[src/rtl/maa_pkg.sv]
// Shared types and constants for the multiplet asymmetry accumulator.
package maa_pkg;

    localparam int TOTAL_BITS    = 27;
    localparam int DIFF_BITS     = 28;
    localparam int AVG_BITS      = 25;
    localparam int Q_BITS        = 17;
    localparam int Q_STEPS       = 16;
    localparam int PROD_BITS     = 54;
    localparam int DIV_BITS      = 56;
    localparam int AVG_STEPS     = DIFF_BITS;
    localparam int STEP_BITS     = 5;
    localparam int CFG_BITS      = 4;
    localparam int MIN_PAIRS     = 2;
    localparam int CFG_RESET     = 2;
    localparam int STATUS_BITS   = 2;
    localparam int IN_USER_BITS  = 3;
    localparam int OUT_DATA_BITS = 96;

    localparam logic [Q_BITS-1:0] Q_MINUS_ONE = 17'h10000;
    localparam logic [Q_BITS-1:0] Q_MAX       = 17'h0FFFF;

    typedef enum logic [STATUS_BITS-1:0] {
        ST_PARTIAL     = 2'd0,
        ST_COMPLETE    = 2'd1,
        ST_NO_FIRST    = 2'd2,
        ST_EXTRA_FIRST = 2'd3
    } status_t;

    typedef enum logic [3:0] {
        S_IDLE,
        S_CHECK,
        S_MUL_A,
        S_MUL_B,
        S_PREP,
        S_LD_ASY,
        S_DIV_ASY,
        S_LD_NASY,
        S_DIV_NASY,
        S_DONE
    } ctrl_state_t;

    typedef enum logic [3:0] {
        OP_NONE,
        OP_ACCEPT,
        OP_MUL_A,
        OP_MUL_B,
        OP_PREP,
        OP_LD_ASY,
        OP_LD_NASY,
        OP_STEP,
        OP_OUT
    } dp_op_t;

    typedef struct packed {
        dp_op_t op;
    } dp_cmd_t;

    typedef struct packed {
        logic complete;
        logic div_last;
        logic out_free;
    } dp_stat_t;

endpackage

[src/rtl/maa_ctrl.sv]
// Controller state machine sequencing accumulate, multiply and divide steps.
module maa_ctrl
    import maa_pkg::*;
(
    input  logic     clk,
    input  logic     rst_n,
    input  logic     s_tvalid,
    output logic     s_tready,
    input  dp_stat_t stat,
    output dp_cmd_t  cmd
);

    ctrl_state_t state_reg, state_next;

    always_ff @(posedge clk or negedge rst_n)
    begin
        if (!rst_n)
        begin
            state_reg <= S_IDLE;
        end
        else
        begin
            state_reg <= state_next;
        end
    end

    always_comb
    begin
        state_next = state_reg;
        case (state_reg)
            S_IDLE:
            begin
                if (s_tvalid)
                begin
                    state_next = S_CHECK;
                end
            end
            S_CHECK:    state_next = stat.complete ? S_MUL_A : S_DONE;
            S_MUL_A:    state_next = S_MUL_B;
            S_MUL_B:    state_next = S_PREP;
            S_PREP:     state_next = S_LD_ASY;
            S_LD_ASY:   state_next = S_DIV_ASY;
            S_DIV_ASY:
            begin
                if (stat.div_last)
                begin
                    state_next = S_LD_NASY;
                end
            end
            S_LD_NASY:  state_next = S_DIV_NASY;
            S_DIV_NASY:
            begin
                if (stat.div_last)
                begin
                    state_next = S_DONE;
                end
            end
            S_DONE:
            begin
                if (stat.out_free)
                begin
                    state_next = S_IDLE;
                end
            end
            default:    state_next = S_IDLE;
        endcase
    end

    always_comb
    begin
        cmd.op   = OP_NONE;
        s_tready = 1'b0;
        case (state_reg)
            S_IDLE:
            begin
                s_tready = 1'b1;
                if (s_tvalid)
                begin
                    cmd.op = OP_ACCEPT;
                end
            end
            S_MUL_A:    cmd.op = OP_MUL_A;
            S_MUL_B:    cmd.op = OP_MUL_B;
            S_PREP:     cmd.op = OP_PREP;
            S_LD_ASY:   cmd.op = OP_LD_ASY;
            S_DIV_ASY:  cmd.op = OP_STEP;
            S_LD_NASY:  cmd.op = OP_LD_NASY;
            S_DIV_NASY: cmd.op = OP_STEP;
            S_DONE:
            begin
                if (stat.out_free)
                begin
                    cmd.op = OP_OUT;
                end
            end
            default:    cmd.op = OP_NONE;
        endcase
    end

endmodule

[src/rtl/maa_datapath.sv]
// Datapath: totals, shared multiplier, Q1.16 divider, average divider, output word.
module maa_datapath
    import maa_pkg::*;
#(
    parameter int MAX_PAIRS  = 8,
    parameter int VALUE_BITS = 24
)
(
    input  logic                          clk,
    input  logic                          rst_n,
    input  dp_cmd_t                       cmd,
    output dp_stat_t                      stat,
    input  logic                          cfg_we,
    input  logic [CFG_BITS-1:0]           cfg_data,
    input  logic                          first_mark,
    input  logic signed [VALUE_BITS-1:0]  right_value,
    input  logic signed [VALUE_BITS-1:0]  left_value,
    input  logic signed [VALUE_BITS-1:0]  right_monitor,
    input  logic signed [VALUE_BITS-1:0]  left_monitor,
    input  logic                          pair_passed,
    input  logic                          pair_beam_cut,
    input  logic                          m_tready,
    output logic                          m_tvalid,
    output status_t                       status,
    output logic signed [DIFF_BITS-1:0]   difference,
    output logic signed [AVG_BITS-1:0]    average_half,
    output logic signed [Q_BITS-1:0]      asymmetry,
    output logic signed [Q_BITS-1:0]      norm_asymmetry,
    output logic                          all_passed,
    output logic                          any_beam_cut,
    output logic                          bad_denominator
);

    localparam int NW = $clog2(MAX_PAIRS + 1);
    localparam int SW = ((VALUE_BITS > TOTAL_BITS) ? VALUE_BITS : TOTAL_BITS) + 1;

    function automatic logic signed [TOTAL_BITS-1:0] sat_total(input logic signed [SW-1:0] v);
        logic signed [SW-1:0] hi;
        logic signed [SW-1:0] lo;
        hi = {{(SW-TOTAL_BITS+1){1'b0}}, {(TOTAL_BITS-1){1'b1}}};
        lo = ~hi;
        if (v > hi)
        begin
            return hi[TOTAL_BITS-1:0];
        end
        else if (v < lo)
        begin
            return lo[TOTAL_BITS-1:0];
        end
        return v[TOTAL_BITS-1:0];
    endfunction

    function automatic logic [Q_BITS-1:0] q_final(input logic forced, input logic ovf,
                                                  input logic neg, input logic [Q_STEPS-1:0] q);
        logic [Q_BITS-1:0] qe;
        qe = {1'b0, q};
        if (forced)
        begin
            return Q_MINUS_ONE;
        end
        else if (ovf)
        begin
            return neg ? Q_MINUS_ONE : Q_MAX;
        end
        return neg ? Q_BITS'(-qe) : qe;
    endfunction

    // configuration and totals
    logic [CFG_BITS-1:0]          cfg_reg;
    logic [NW-1:0]                count_reg;
    logic signed [TOTAL_BITS-1:0] r_tot_reg, l_tot_reg, rm_tot_reg, lm_tot_reg;
    logic                         cuts_ok_reg, beam_seen_reg;
    status_t                      status_reg;

    logic [NW-1:0]                n_eff;
    logic                         restart, add_ok;
    logic [NW-1:0]                base_cnt, cnt_inc;
    logic signed [TOTAL_BITS-1:0] base_r, base_l, base_rm, base_lm;
    status_t                      status_next;

    always_comb
    begin
        if (int'(cfg_reg) < MIN_PAIRS)
        begin
            n_eff = NW'(MIN_PAIRS);
        end
        else if (int'(cfg_reg) > MAX_PAIRS)
        begin
            n_eff = NW'(MAX_PAIRS);
        end
        else
        begin
            n_eff = NW'(cfg_reg);
        end
    end

    assign restart  = (count_reg == '0) || (count_reg >= n_eff);
    assign add_ok   = restart ? first_mark : !first_mark;
    assign base_cnt = restart ? '0 : count_reg;
    assign base_r   = restart ? '0 : r_tot_reg;
    assign base_l   = restart ? '0 : l_tot_reg;
    assign base_rm  = restart ? '0 : rm_tot_reg;
    assign base_lm  = restart ? '0 : lm_tot_reg;
    assign cnt_inc  = base_cnt + NW'(1);

    always_comb
    begin
        if (!add_ok)
        begin
            status_next = restart ? ST_NO_FIRST : ST_EXTRA_FIRST;
        end
        else if (cnt_inc == n_eff)
        begin
            status_next = ST_COMPLETE;
        end
        else
        begin
            status_next = ST_PARTIAL;
        end
    end

    always_ff @(posedge clk or negedge rst_n)
    begin
        if (!rst_n)
        begin
            cfg_reg       <= CFG_BITS'(CFG_RESET);
            count_reg     <= '0;
            r_tot_reg     <= '0;
            l_tot_reg     <= '0;
            rm_tot_reg    <= '0;
            lm_tot_reg    <= '0;
            cuts_ok_reg   <= 1'b1;
            beam_seen_reg <= 1'b0;
            status_reg    <= ST_PARTIAL;
        end
        else
        begin
            if (cfg_we)
            begin
                cfg_reg <= cfg_data;
            end
            if (cmd.op == OP_ACCEPT)
            begin
                status_reg <= status_next;
                if (add_ok)
                begin
                    count_reg     <= cnt_inc;
                    r_tot_reg     <= sat_total(SW'(base_r) + SW'(right_value));
                    l_tot_reg     <= sat_total(SW'(base_l) + SW'(left_value));
                    rm_tot_reg    <= sat_total(SW'(base_rm) + SW'(right_monitor));
                    lm_tot_reg    <= sat_total(SW'(base_lm) + SW'(left_monitor));
                    cuts_ok_reg   <= (restart || cuts_ok_reg) && pair_passed;
                    beam_seen_reg <= (!restart && beam_seen_reg) || pair_beam_cut;
                end
                else if (restart)
                begin
                    count_reg     <= '0;
                    r_tot_reg     <= '0;
                    l_tot_reg     <= '0;
                    rm_tot_reg    <= '0;
                    lm_tot_reg    <= '0;
                    cuts_ok_reg   <= 1'b1;
                    beam_seen_reg <= 1'b0;
                end
            end
        end
    end

    logic signed [DIFF_BITS-1:0] diff_w, sum_w;
    assign diff_w = DIFF_BITS'(r_tot_reg) - DIFF_BITS'(l_tot_reg);
    assign sum_w  = DIFF_BITS'(r_tot_reg) + DIFF_BITS'(l_tot_reg);

    // shared multiplier and normalized numerator/denominator
    logic signed [TOTAL_BITS-1:0] mul_x, mul_y;
    logic signed [PROD_BITS-1:0]  mul_p, prod_a_reg, prod_b_reg;
    logic signed [DIV_BITS-1:0]   num_reg, den_reg, pa, pb;

    assign mul_x = (cmd.op == OP_MUL_A) ? r_tot_reg : l_tot_reg;
    assign mul_y = (cmd.op == OP_MUL_A) ? lm_tot_reg : rm_tot_reg;
    assign mul_p = mul_x * mul_y;
    assign pa    = DIV_BITS'(prod_a_reg);
    assign pb    = DIV_BITS'(prod_b_reg);

    always_ff @(posedge clk)
    begin
        if (cmd.op == OP_MUL_A)
        begin
            prod_a_reg <= mul_p;
        end
        if (cmd.op == OP_MUL_B)
        begin
            prod_b_reg <= mul_p;
        end
        if (cmd.op == OP_PREP)
        begin
            if (rm_tot_reg[TOTAL_BITS-1] ^ lm_tot_reg[TOTAL_BITS-1])
            begin
                num_reg <= pb - pa;
                den_reg <= -(pa + pb);
            end
            else
            begin
                num_reg <= pa - pb;
                den_reg <= pa + pb;
            end
        end
    end

    // Q1.16 restoring divider
    logic signed [DIV_BITS-1:0] ld_num, ld_den;
    logic                       ld_forced;
    logic [DIV_BITS-1:0]        ld_mag;
    logic [DIV_BITS-1:0]        div_rem_reg, div_den_reg, rem2;
    logic [Q_STEPS-1:0]         div_q_reg, q_next;
    logic [STEP_BITS-1:0]       div_cnt_reg;
    logic                       div_neg_reg, div_ovf_reg, div_forced_reg, div_norm_reg;
    logic                       ge;
    logic [Q_BITS-1:0]          asy_reg, nasy_reg, q_res;

    always_comb
    begin
        if (cmd.op == OP_LD_NASY)
        begin
            ld_num    = num_reg;
            ld_den    = den_reg;
            ld_forced = (rm_tot_reg == '0) || (lm_tot_reg == '0) || (den_reg <= 0);
        end
        else
        begin
            ld_num    = DIV_BITS'(diff_w);
            ld_den    = DIV_BITS'(sum_w);
            ld_forced = (sum_w <= 0);
        end
        ld_mag = ld_num[DIV_BITS-1] ? DIV_BITS'(-ld_num) : DIV_BITS'(ld_num);
    end

    assign rem2   = {div_rem_reg[DIV_BITS-2:0], 1'b0};
    assign ge     = rem2 >= div_den_reg;
    assign q_next = {div_q_reg[Q_STEPS-2:0], ge};
    assign q_res  = q_final(div_forced_reg, div_ovf_reg, div_neg_reg, q_next);

    always_ff @(posedge clk or negedge rst_n)
    begin
        if (!rst_n)
        begin
            div_cnt_reg <= '0;
        end
        else if ((cmd.op == OP_LD_ASY) || (cmd.op == OP_LD_NASY))
        begin
            div_cnt_reg <= STEP_BITS'(Q_STEPS);
        end
        else if ((cmd.op == OP_STEP) && (div_cnt_reg != '0))
        begin
            div_cnt_reg <= div_cnt_reg - STEP_BITS'(1);
        end
    end

    always_ff @(posedge clk)
    begin
        if ((cmd.op == OP_LD_ASY) || (cmd.op == OP_LD_NASY))
        begin
            div_rem_reg    <= ld_mag;
            div_den_reg    <= DIV_BITS'(ld_den);
            div_q_reg      <= '0;
            div_neg_reg    <= ld_num[DIV_BITS-1];
            div_ovf_reg    <= ld_mag >= DIV_BITS'(ld_den);
            div_forced_reg <= ld_forced;
            div_norm_reg   <= (cmd.op == OP_LD_NASY);
        end
        else if (cmd.op == OP_STEP)
        begin
            div_rem_reg <= ge ? rem2 - div_den_reg : rem2;
            div_q_reg   <= q_next;
            if (div_cnt_reg == STEP_BITS'(1))
            begin
                if (div_norm_reg)
                begin
                    nasy_reg <= q_res;
                end
                else
                begin
                    asy_reg <= q_res;
                end
            end
        end
    end

    // average divider, runs alongside the Q1.16 divides
    logic [DIFF_BITS-1:0] avg_sh_reg, sum_mag, avg_lim, avg_q;
    logic [NW-1:0]        avg_rem_reg;
    logic [NW:0]          avg_rem2;
    logic                 avg_ge, avg_neg_reg;
    logic [STEP_BITS-1:0] avg_cnt_reg;

    assign sum_mag  = sum_w[DIFF_BITS-1] ? DIFF_BITS'(-sum_w) : DIFF_BITS'(sum_w);
    assign avg_rem2 = {avg_rem_reg, avg_sh_reg[DIFF_BITS-1]};
    assign avg_ge   = avg_rem2 >= {1'b0, n_eff};

    always_ff @(posedge clk or negedge rst_n)
    begin
        if (!rst_n)
        begin
            avg_cnt_reg <= '0;
        end
        else if (cmd.op == OP_MUL_A)
        begin
            avg_cnt_reg <= STEP_BITS'(AVG_STEPS);
        end
        else if (avg_cnt_reg != '0)
        begin
            avg_cnt_reg <= avg_cnt_reg - STEP_BITS'(1);
        end
    end

    always_ff @(posedge clk)
    begin
        if (cmd.op == OP_MUL_A)
        begin
            avg_sh_reg  <= sum_mag;
            avg_rem_reg <= '0;
            avg_neg_reg <= sum_w[DIFF_BITS-1];
        end
        else if (avg_cnt_reg != '0)
        begin
            avg_rem_reg <= avg_ge ? NW'(avg_rem2 - {1'b0, n_eff}) : NW'(avg_rem2);
            avg_sh_reg  <= {avg_sh_reg[DIFF_BITS-2:0], avg_ge};
        end
    end

    always_comb
    begin
        avg_lim = (DIFF_BITS'(1) << (AVG_BITS - 1)) - (avg_neg_reg ? '0 : DIFF_BITS'(1));
        avg_q   = (avg_sh_reg > avg_lim) ? avg_lim : avg_sh_reg;
    end

    // output word
    logic m_tvalid_reg;
    logic is_complete;

    assign is_complete   = (status_reg == ST_COMPLETE);
    assign stat.complete = is_complete;
    assign stat.div_last = (div_cnt_reg == STEP_BITS'(1));
    assign stat.out_free = !m_tvalid_reg || m_tready;
    assign m_tvalid      = m_tvalid_reg;

    always_ff @(posedge clk or negedge rst_n)
    begin
        if (!rst_n)
        begin
            m_tvalid_reg <= 1'b0;
        end
        else if (cmd.op == OP_OUT)
        begin
            m_tvalid_reg <= 1'b1;
        end
        else if (m_tready)
        begin
            m_tvalid_reg <= 1'b0;
        end
    end

    always_ff @(posedge clk)
    begin
        if (cmd.op == OP_OUT)
        begin
            status          <= status_reg;
            difference      <= is_complete ? diff_w : '0;
            average_half    <= is_complete ?
                               AVG_BITS'(avg_neg_reg ? DIFF_BITS'(-avg_q) : avg_q) : '0;
            asymmetry       <= is_complete ? asy_reg : '0;
            norm_asymmetry  <= is_complete ? nasy_reg : '0;
            all_passed      <= is_complete && cuts_ok_reg;
            any_beam_cut    <= is_complete && beam_seen_reg;
            bad_denominator <= is_complete && (sum_w <= 0);
        end
    end

endmodule

[src/rtl/multiplet_asymmetry_accumulator.sv]
// Top level of the multiplet asymmetry accumulator.
//
//  port group  dir  handshake          contents
//  s_*         in   s_tvalid/s_tready  one right/left pair with monitors and flags
//  m_*         out  m_tvalid/m_tready  one result word per pair
//  cfg_*       in   cfg_we             pairs_per_multiplet
//
//  A pair that does not finish a multiplet goes from the check state to the output
//  state; one that finishes it first passes through the shared multiplier and two 16-step
//  Q1.16 divides sharing one divider, with the 28-step average divider running alongside.
//  The input is ready again in the same cycle that the result is shown.
//  rst_n asynchronously clears totals and beam flag, sets pass flag and register (to 2).
//  A new pair is taken while a result waits; a finished result holds until m_tready,
//  and the next result stalls the controller until then.
module multiplet_asymmetry_accumulator
    import maa_pkg::*;
#(
    parameter int MAX_PAIRS  = 8,
    parameter int VALUE_BITS = 24,
    localparam int IN_W      = ((4 * VALUE_BITS + 7) / 8) * 8
)
(
    input  logic                      clk,
    input  logic                      rst_n,
    input  logic                      s_tvalid,
    output logic                      s_tready,
    // right_value, left_value, right_monitor, left_monitor
    input  logic [IN_W-1:0]           s_tdata,
    // first_mark, pair_passed, pair_beam_cut
    input  logic [IN_USER_BITS-1:0]   s_tuser,
    output logic                      m_tvalid,
    input  logic                      m_tready,
    // difference, average_half, asymmetry, norm_asymmetry, all_passed,
    // any_beam_cut, bad_denominator
    output logic [OUT_DATA_BITS-1:0]  m_tdata,
    // status
    output logic [STATUS_BITS-1:0]    m_tuser,
    input  logic                      cfg_we,
    input  logic [CFG_BITS-1:0]       cfg_data
);

    dp_cmd_t  cmd;
    dp_stat_t stat;

    status_t                     status;
    logic signed [DIFF_BITS-1:0] difference;
    logic signed [AVG_BITS-1:0]  average_half;
    logic signed [Q_BITS-1:0]    asymmetry, norm_asymmetry;
    logic                        all_passed, any_beam_cut, bad_denominator;

    maa_ctrl u_ctrl
    (
        .clk      (clk),
        .rst_n    (rst_n),
        .s_tvalid (s_tvalid),
        .s_tready (s_tready),
        .stat     (stat),
        .cmd      (cmd)
    );

    maa_datapath #(
        .MAX_PAIRS  (MAX_PAIRS),
        .VALUE_BITS (VALUE_BITS)
    ) u_dp
    (
        .clk             (clk),
        .rst_n           (rst_n),
        .cmd             (cmd),
        .stat            (stat),
        .cfg_we          (cfg_we),
        .cfg_data        (cfg_data),
        .first_mark      (s_tuser[0]),
        .right_value     (s_tdata[VALUE_BITS-1:0]),
        .left_value      (s_tdata[2*VALUE_BITS-1:VALUE_BITS]),
        .right_monitor   (s_tdata[3*VALUE_BITS-1:2*VALUE_BITS]),
        .left_monitor    (s_tdata[4*VALUE_BITS-1:3*VALUE_BITS]),
        .pair_passed     (s_tuser[1]),
        .pair_beam_cut   (s_tuser[2]),
        .m_tready        (m_tready),
        .m_tvalid        (m_tvalid),
        .status          (status),
        .difference      (difference),
        .average_half    (average_half),
        .asymmetry       (asymmetry),
        .norm_asymmetry  (norm_asymmetry),
        .all_passed      (all_passed),
        .any_beam_cut    (any_beam_cut),
        .bad_denominator (bad_denominator)
    );

    assign m_tuser = status;
    assign m_tdata = {6'b0, bad_denominator, any_beam_cut, all_passed, norm_asymmetry,
                      asymmetry, average_half, difference};

endmodule

[config.mk]
export PLATFORM = sky130hd
export DESIGN_NAME = multiplet_asymmetry_accumulator
export DESIGN_NICKNAME = d
export VERILOG_FILES = /design/src/rtl/maa_pkg.sv /design/src/rtl/maa_ctrl.sv /design/src/rtl/maa_datapath.sv /design/src/rtl/multiplet_asymmetry_accumulator.sv
export SDC_FILE = /design/constraint.sdc
export NUM_CORES = 2
export LEC_CHECK = 0
export BUFFER_PORTS_ARGS = -buffer_cell sky130_fd_sc_hd__clkbuf_2
export CAP_MARGIN = 20
export CORE_MARGIN = 2
export CORE_UTILIZATION = 40
export CTS_CLUSTER_DIAMETER = 30
export DETAILED_ROUTE_END_ITERATION = 8
export PLACE_DENSITY_LB_ADDON = 0.3
export SYNTH_ARGS = -nofsm -noshare
export SYNTH_HDL_FRONTEND = slang
export SYNTH_SLANG_ARGS = --single-unit
[constraint.sdc]
create_clock -name clk -period 29.5 [get_ports clk]
set_clock_uncertainty 0.1 [all_clocks]
set_input_delay 4.425 -clock clk [delete_from_list [all_inputs] [get_ports clk]]
set_output_delay 4.425 -clock clk [all_outputs]
set_load 0.02 [all_outputs]
Word level (Yosys, flattened, before mapping). Cells that the tools add are included.

Bits in registers: 644. Input port bits: 108. Output and inout port bits: 100. Word-level logic and storage cells: 223.

$add $sub $neg: 20. Multipliers: 1. Magnitude comparators: 17. Equality and inequality tests: 24. Mux-type cells: 89. Bitwise logic cells: 3. Reductions and logical operators: 32.

Operators by type and width (count): $mux 27 (22); $mux 56 (5); $mux 55 (3); $add 27x24->28 (4); $ge 56x56->1 (2); $gt 28x27->1 const B (4); $lt 28x27->1 const B (4); $neg 56->56 (2); $sub 54x54->55 (2); $mux 17 (5); $mux 28 (3); $le 56x1->1 const B (1); $add 54x54->55 (1); $sub 55x55->55 (1); $logic_not 27->1 (2); $mul 27x27->54 (1); $mux 25 (2); $mux 4 (11); $pmux 4 s10 (1); $eq 4x3->1 const B (8); $pmux 4 s8 (1); $mux 1 (31); $add 27x27->28 (1); $gt 28x28->1 (1); other kinds (33) (68).

Logic depth before layout (Yosys ltp).
Word-level depth: 14. Mapped depth: 39. Mapped depth without buffers: 34.

By module. A second synthesis with hierarchy kept.

Cells, all modules: 8902. Area total of the unflattened synthesis: 77978.5 sq um.

Modules (own cells, without submodules): maa_datapath (times used 1, cells each 8845, area an instance 77540.6 sq um, seq. area each 18315.1 sq um); maa_ctrl (times used 1, cells each 47, area an instance 366.6 sq um, seq. area each 100.1 sq um); multiplet_asymmetry_accumulator (times used 1, cells each 10, area an instance 71.3 sq um, seq. area each 0.0 sq um).

Least setup slack after synthesis. No wires, ideal clock.

Path type: register to register. Start point: reg u_ctrl.state_reg[1]. End point: reg u_dp.prod_a_reg[52], data pin. Setup time: 0.221 ns. Data arrival time: 9.106 ns. Data required time: 29.179 ns. Slack: 20.073 ns. Cell stages (with the launch flop): 38. Buffers on the path: 5. Clock period less this slack: 9.427 ns. Path through: dfrtp_1 clkbuf_1 nand2b_1 or3_1 clkbuf_1 inv_2 clkbuf_1 clkbuf_1 nand2_1 nand2_1 clkbuf_1 nand2_1 fa_1 inv_1 fa_1 inv_1 fa_1 inv_1 [2 not listed] fa_1 inv_1 fa_1 inv_1 ha_1 a21o_1 a21o_1 a21o_1 a21o_1 a21oi_1 nor2b_1 nor2_1 a21oi_1 o2111ai_1 a21oi_1 o31ai_1 or4b_2 o311ai_0.

Longest elaborated chain between the ends: 6. Elaborated cells between the ends (all ways): 15. Those cells by class: mul: 1; eq/ne: 9; mux: 3; reduce/logical: 2.

RTL lines: start: declaration (line maa_ctrl.sv:13) `ctrl_state_t state_reg, state_next;`; start signal: assignment (line maa_ctrl.sv:23) `state_reg <= state_next;`; $eq 4x3->1 or $eq 4x4->1 (tied branches) (line maa_ctrl.sv:73) `case (state_reg)`; $reduce_or 2->1 (no line); $pmux 4 s8 (*) (line maa_ctrl.sv:73); $eq 4x2->1 (*) (line maa_datapath.sv:178, maa_datapath.sv:179); $mux 27 (on tied branches) (line maa_datapath.sv:178, maa_datapath.sv:179); $mul 27x27->54 (*) (line maa_datapath.sv:180) `assign mul_p = mul_x * mul_y;`; via u_dp.mul_p[52] (line maa_datapath.sv:175) `logic signed [PROD_BITS-1:0] mul_p, prod_a_reg, prod_b_reg;`; end signal: assignment (line maa_datapath.sv:188) `prod_a_reg <= mul_p;`; end: declaration (line maa_datapath.sv:175).

The timed path passes the listed nets; every way through them passes the cells marked *. A chain may end at the register's enable or synchronous reset.

Final worst setup path.
Start point: reg u_ctrl.state_reg[0]. End point: reg u_dp.prod_b_reg[52], data pin.

Longest elaborated chain between the ends: 6. Elaborated cells between the ends (all ways): 15. Those cells by class: mul: 1; eq/ne: 9; mux: 3; reduce/logical: 2.

RTL lines: $eq 4x3->1 or $eq 4x4->1 (tied branches) (line maa_ctrl.sv:73); $reduce_or 2->1 (no line); $pmux 4 s8 (*) (line maa_ctrl.sv:73); $eq 4x2->1 (*) (line maa_datapath.sv:178, maa_datapath.sv:179); $mux 27 (on tied branches) (line maa_datapath.sv:178, maa_datapath.sv:179); $mul 27x27->54 (*) (line maa_datapath.sv:180); via u_dp.mul_p[52] (line maa_datapath.sv:175); end signal: assignment (line maa_datapath.sv:192) `prod_b_reg <= mul_p;`; end: declaration (line maa_datapath.sv:175).

Marked as above.

==> impl_metrics.toml <==
[run_status]
outcome = "finished, final reports clean"

[place]
io_buffers = 201
place_congestion = 0.964
post-place-ws_ps = 18580
dp_hpwl_mm = 211

[setup_path]
crit_top_cell = "fa_1"
critical-path-max-stage-delay_ps = 920
cp.depth = 30
endpoint_kind = "flop"
critPathLaunchType = "flop"
cp.required_ps = 29890
crit_arrival_ps = 11310
crit_fanout = 64
reg2reg_to = "u_dp.prod_b_reg[52]"
timing.rr.start = "u_ctrl.state_reg[0]"
reg2regPathDepth = 30
crit_buf_inv = 6
path_class = "flop to flop"
cp_top_family = "adder cells"
slowest_stage = "mux2i_1"
r2r_setup_slack_ps = 18580

[clock_tree]
cts_hold_buffers = 0
cts_buffers = 159
cts_max_level = 4
clk_latency_ps = 800
cts_tree = "yes"
cts_root_buf = "clkbuf_16"
cts_setup_buffers = 0
clk_pin_slew_worst_paths_ps = 40
clock_path_buffers = 3
cts_resized = 0
numClockSinks = 642

[min_path]
min_path_cells = 2
min_delay_worst_endpoint = "u_dp.avg_rem_reg[3]"
min_path_type = "flop to flop"
worstHoldStart = "u_dp.avg_rem_reg[3]"

[pwr]
power.leakage_nw = 41.1
power_density_nw_per_um2 = 32.7
max-vdd-ir-drop_uv = 67.9

[floorplanning]
ios = 208
die_area_sq_um = 201000
core_sq_um = 197000
die_w_um = 449
fp-row-count = 163
dieHeight_um = 449
initial_core_util_pct = 40.2

[final_layout]
final_common_cell = "inv_1"
fin_util_pct = 45.1
layout_common_cells = "inv_1 (1,217), nand2_1 (937), nor2_1 (835), fa_1 (772), a21oi_1 (640)"
largest_reg_flops = 56
finalNetCount = 10700
drive_gt1_share_pct = 7.67
area_growth_pct = 12.3

[routing]
drc = 0
wl_per_cell_um = 22.2
routed_wl_mm = 265
antenna_left = 0
vias = 68100
drtIter0Drc = 5986
vias_per_cell = 5.69
firstDrtPassIters = 6

[synthesis]
syn_avg_cell_area_sq_um = 8.70
synth_top_area_share_pct = 19.6
synth.distinct_cells = 105
synth_largest_area_cell = "fa_1"
netlist_area_sq_um = 79000
ys_seq_elements = 642
yosys-top-cells-area = "fa_1 (20%), edfxtp_1 (19%), ha_1 (10%)"
async_flop_share_pct = 21.0
synthCells = 9088
synth_ff_type = "edfxtp_1"
synth_edf_count = 488
ys_warn_count = 0
synth-seq-area-share_pct = 23.3

[timing]
rsz0062_at_grt = "false"
max_slew_margin_pct = 17.4
final-setup-viol-count = 0
tightest_slew_ps = 1240
hold_viol = 0
setup_ws_ps = 18580
slew_viol_final = 0
fmax_mhz = 91.6
fin_crit_ps = 10920
min_period_over_period_pct = 37.0
fin_tns_setup_ps = 0

[grt]
grt_pass1_vias = 66500
grt_usage_pct = 25.8
grt_pass1_wl_mm = 404
grt_max_degree = 78
grt_antenna_before_repair = 5
gr-usage-met2_pct = 41.1
met3_usage_pct = 4.22
grt.busiest_layer = "met2"
grt-ovfl-total = 0
use_met1_pct = 34.7

[job]
maxCapViolCount = 0
## how the worst max path moves through the flow
| stage | startpoint | to | slack (ps) |
|---|---|---|---|
| 5_1_grt | u_ctrl.state_reg[0] | u_dp.prod_b_reg[53] | 18010 |
| 2_1_floorplan | u_ctrl.state_reg[1] | u_dp.prod_a_reg[52] | 20070 |
| 3_5_place_dp | u_ctrl.state_reg[0] | u_dp.prod_a_reg[52] | 18580 |
| 6_report | u_ctrl.state_reg[0] | u_dp.prod_b_reg[52] | 18580 |
| 3_3_place_gp | u_ctrl.state_reg[0] | u_dp.prod_a_reg[53] | 18680 |
| 4_1_cts | u_ctrl.state_reg[0] | u_dp.prod_b_reg[52] | 18490 |
## area by class of cell
| cell class | count | area, sq um |
|---|---|---|
| clock buffers | 185 | 4150 |
| fillers | 19000 | 108000 |
| diodes | 2 | 5.00 |
| clock inverters | 104 | 1440 |
| repair buffers | 343 | 2110 |
| flip-flops and latches | 642 | 18400 |
| well taps | 2640 | 3300 |
| multi-input cells | 6823 | 54700 |
| inverters | 1233 | 4630 |
## routing by layer
| metal | up-vias | wire length, um |
|---|---|---|
| li1 | 31100 | - |
| met1 | 33800 | 113000 |
| met2 | 2726 | 121000 |
| met3 | 540 | 19200 |
| met4 | 0 | 12300 |
| met5 | - | 0 |
## worst min-delay path, stage by stage (launching register included)
cell and delay (ps):
dfxtp_1 310, nand2_1 50, a21oi_1 50
## logic make-up after synthesis
kind of cell | Yosys count | share of synthesized area [%]
multiplexers | 84 | 1.07
other | 1 | 0.00474
XOR/XNOR | 458 | 5.07
adder cells (fa/ha/maj) | 1420 | 29.8
buffers and inverters | 1629 | 7.82
AND/OR/NAND/NOR | 2690 | 15.6
flip-flops | 642 | 23.3
AO/OA/AOI/OAI | 2164 | 17.4
## cell usage after synthesis (all sizes together), types with 15 or more instances
library cell and instances:
or2 24, o21bai 88, dfxtp 19, a221oi 18, mux2i 77, o21a 55
nor4 85, o211ai 56, xnor2 318, nand3 89, dfrtp 133, a221o 33
a31oi 108, and2 170, nand4 81, a21boi 34, o31ai 62, nand2 939
o41ai 15, fa 772, a21oi 642, nand2b 93, a211oi 58, inv 1221
ha 639, a2111oi 17, a21o 222, xor2 140, nor3 131, clkbuf 330
a211o 36, nor2 836, edfxtp 488, buf 66, nor2b 72, o22ai 33
o311ai 23, or3 53, o21ai 510, and3 56
## where the power goes
| group | switching [mW] | total (mW) | internal [mW] |
|---|---|---|---|
| Combinational | 0.0839 | 0.134 | 0.0504 |
| Clock | 0.580 | 1.80 | 1.22 |
| Sequential | 0.00116 | 0.967 | 0.966 |
| Total | 0.665 | 2.90 | 2.23 |
## through the flow
| step | cell area [sq um] | hold WS [ps] | std cells | power (mW) |
|---|---|---|---|---|
| floorplan | 79100 | 332 | 9094 | 1.07 |
| global placement | 83100 | 344 | 11700 | 1.11 |
| detailed placement | 83100 | 360 | 11700 | 1.11 |
| CTS | 88700 | 369 | 12000 | 2.92 |
| global route | 88800 | 392 | 12000 | 2.99 |
| finish | 88800 | 360 | 12000 | 2.90 |
No activity file was read; power rests on OpenSTA's default activity.
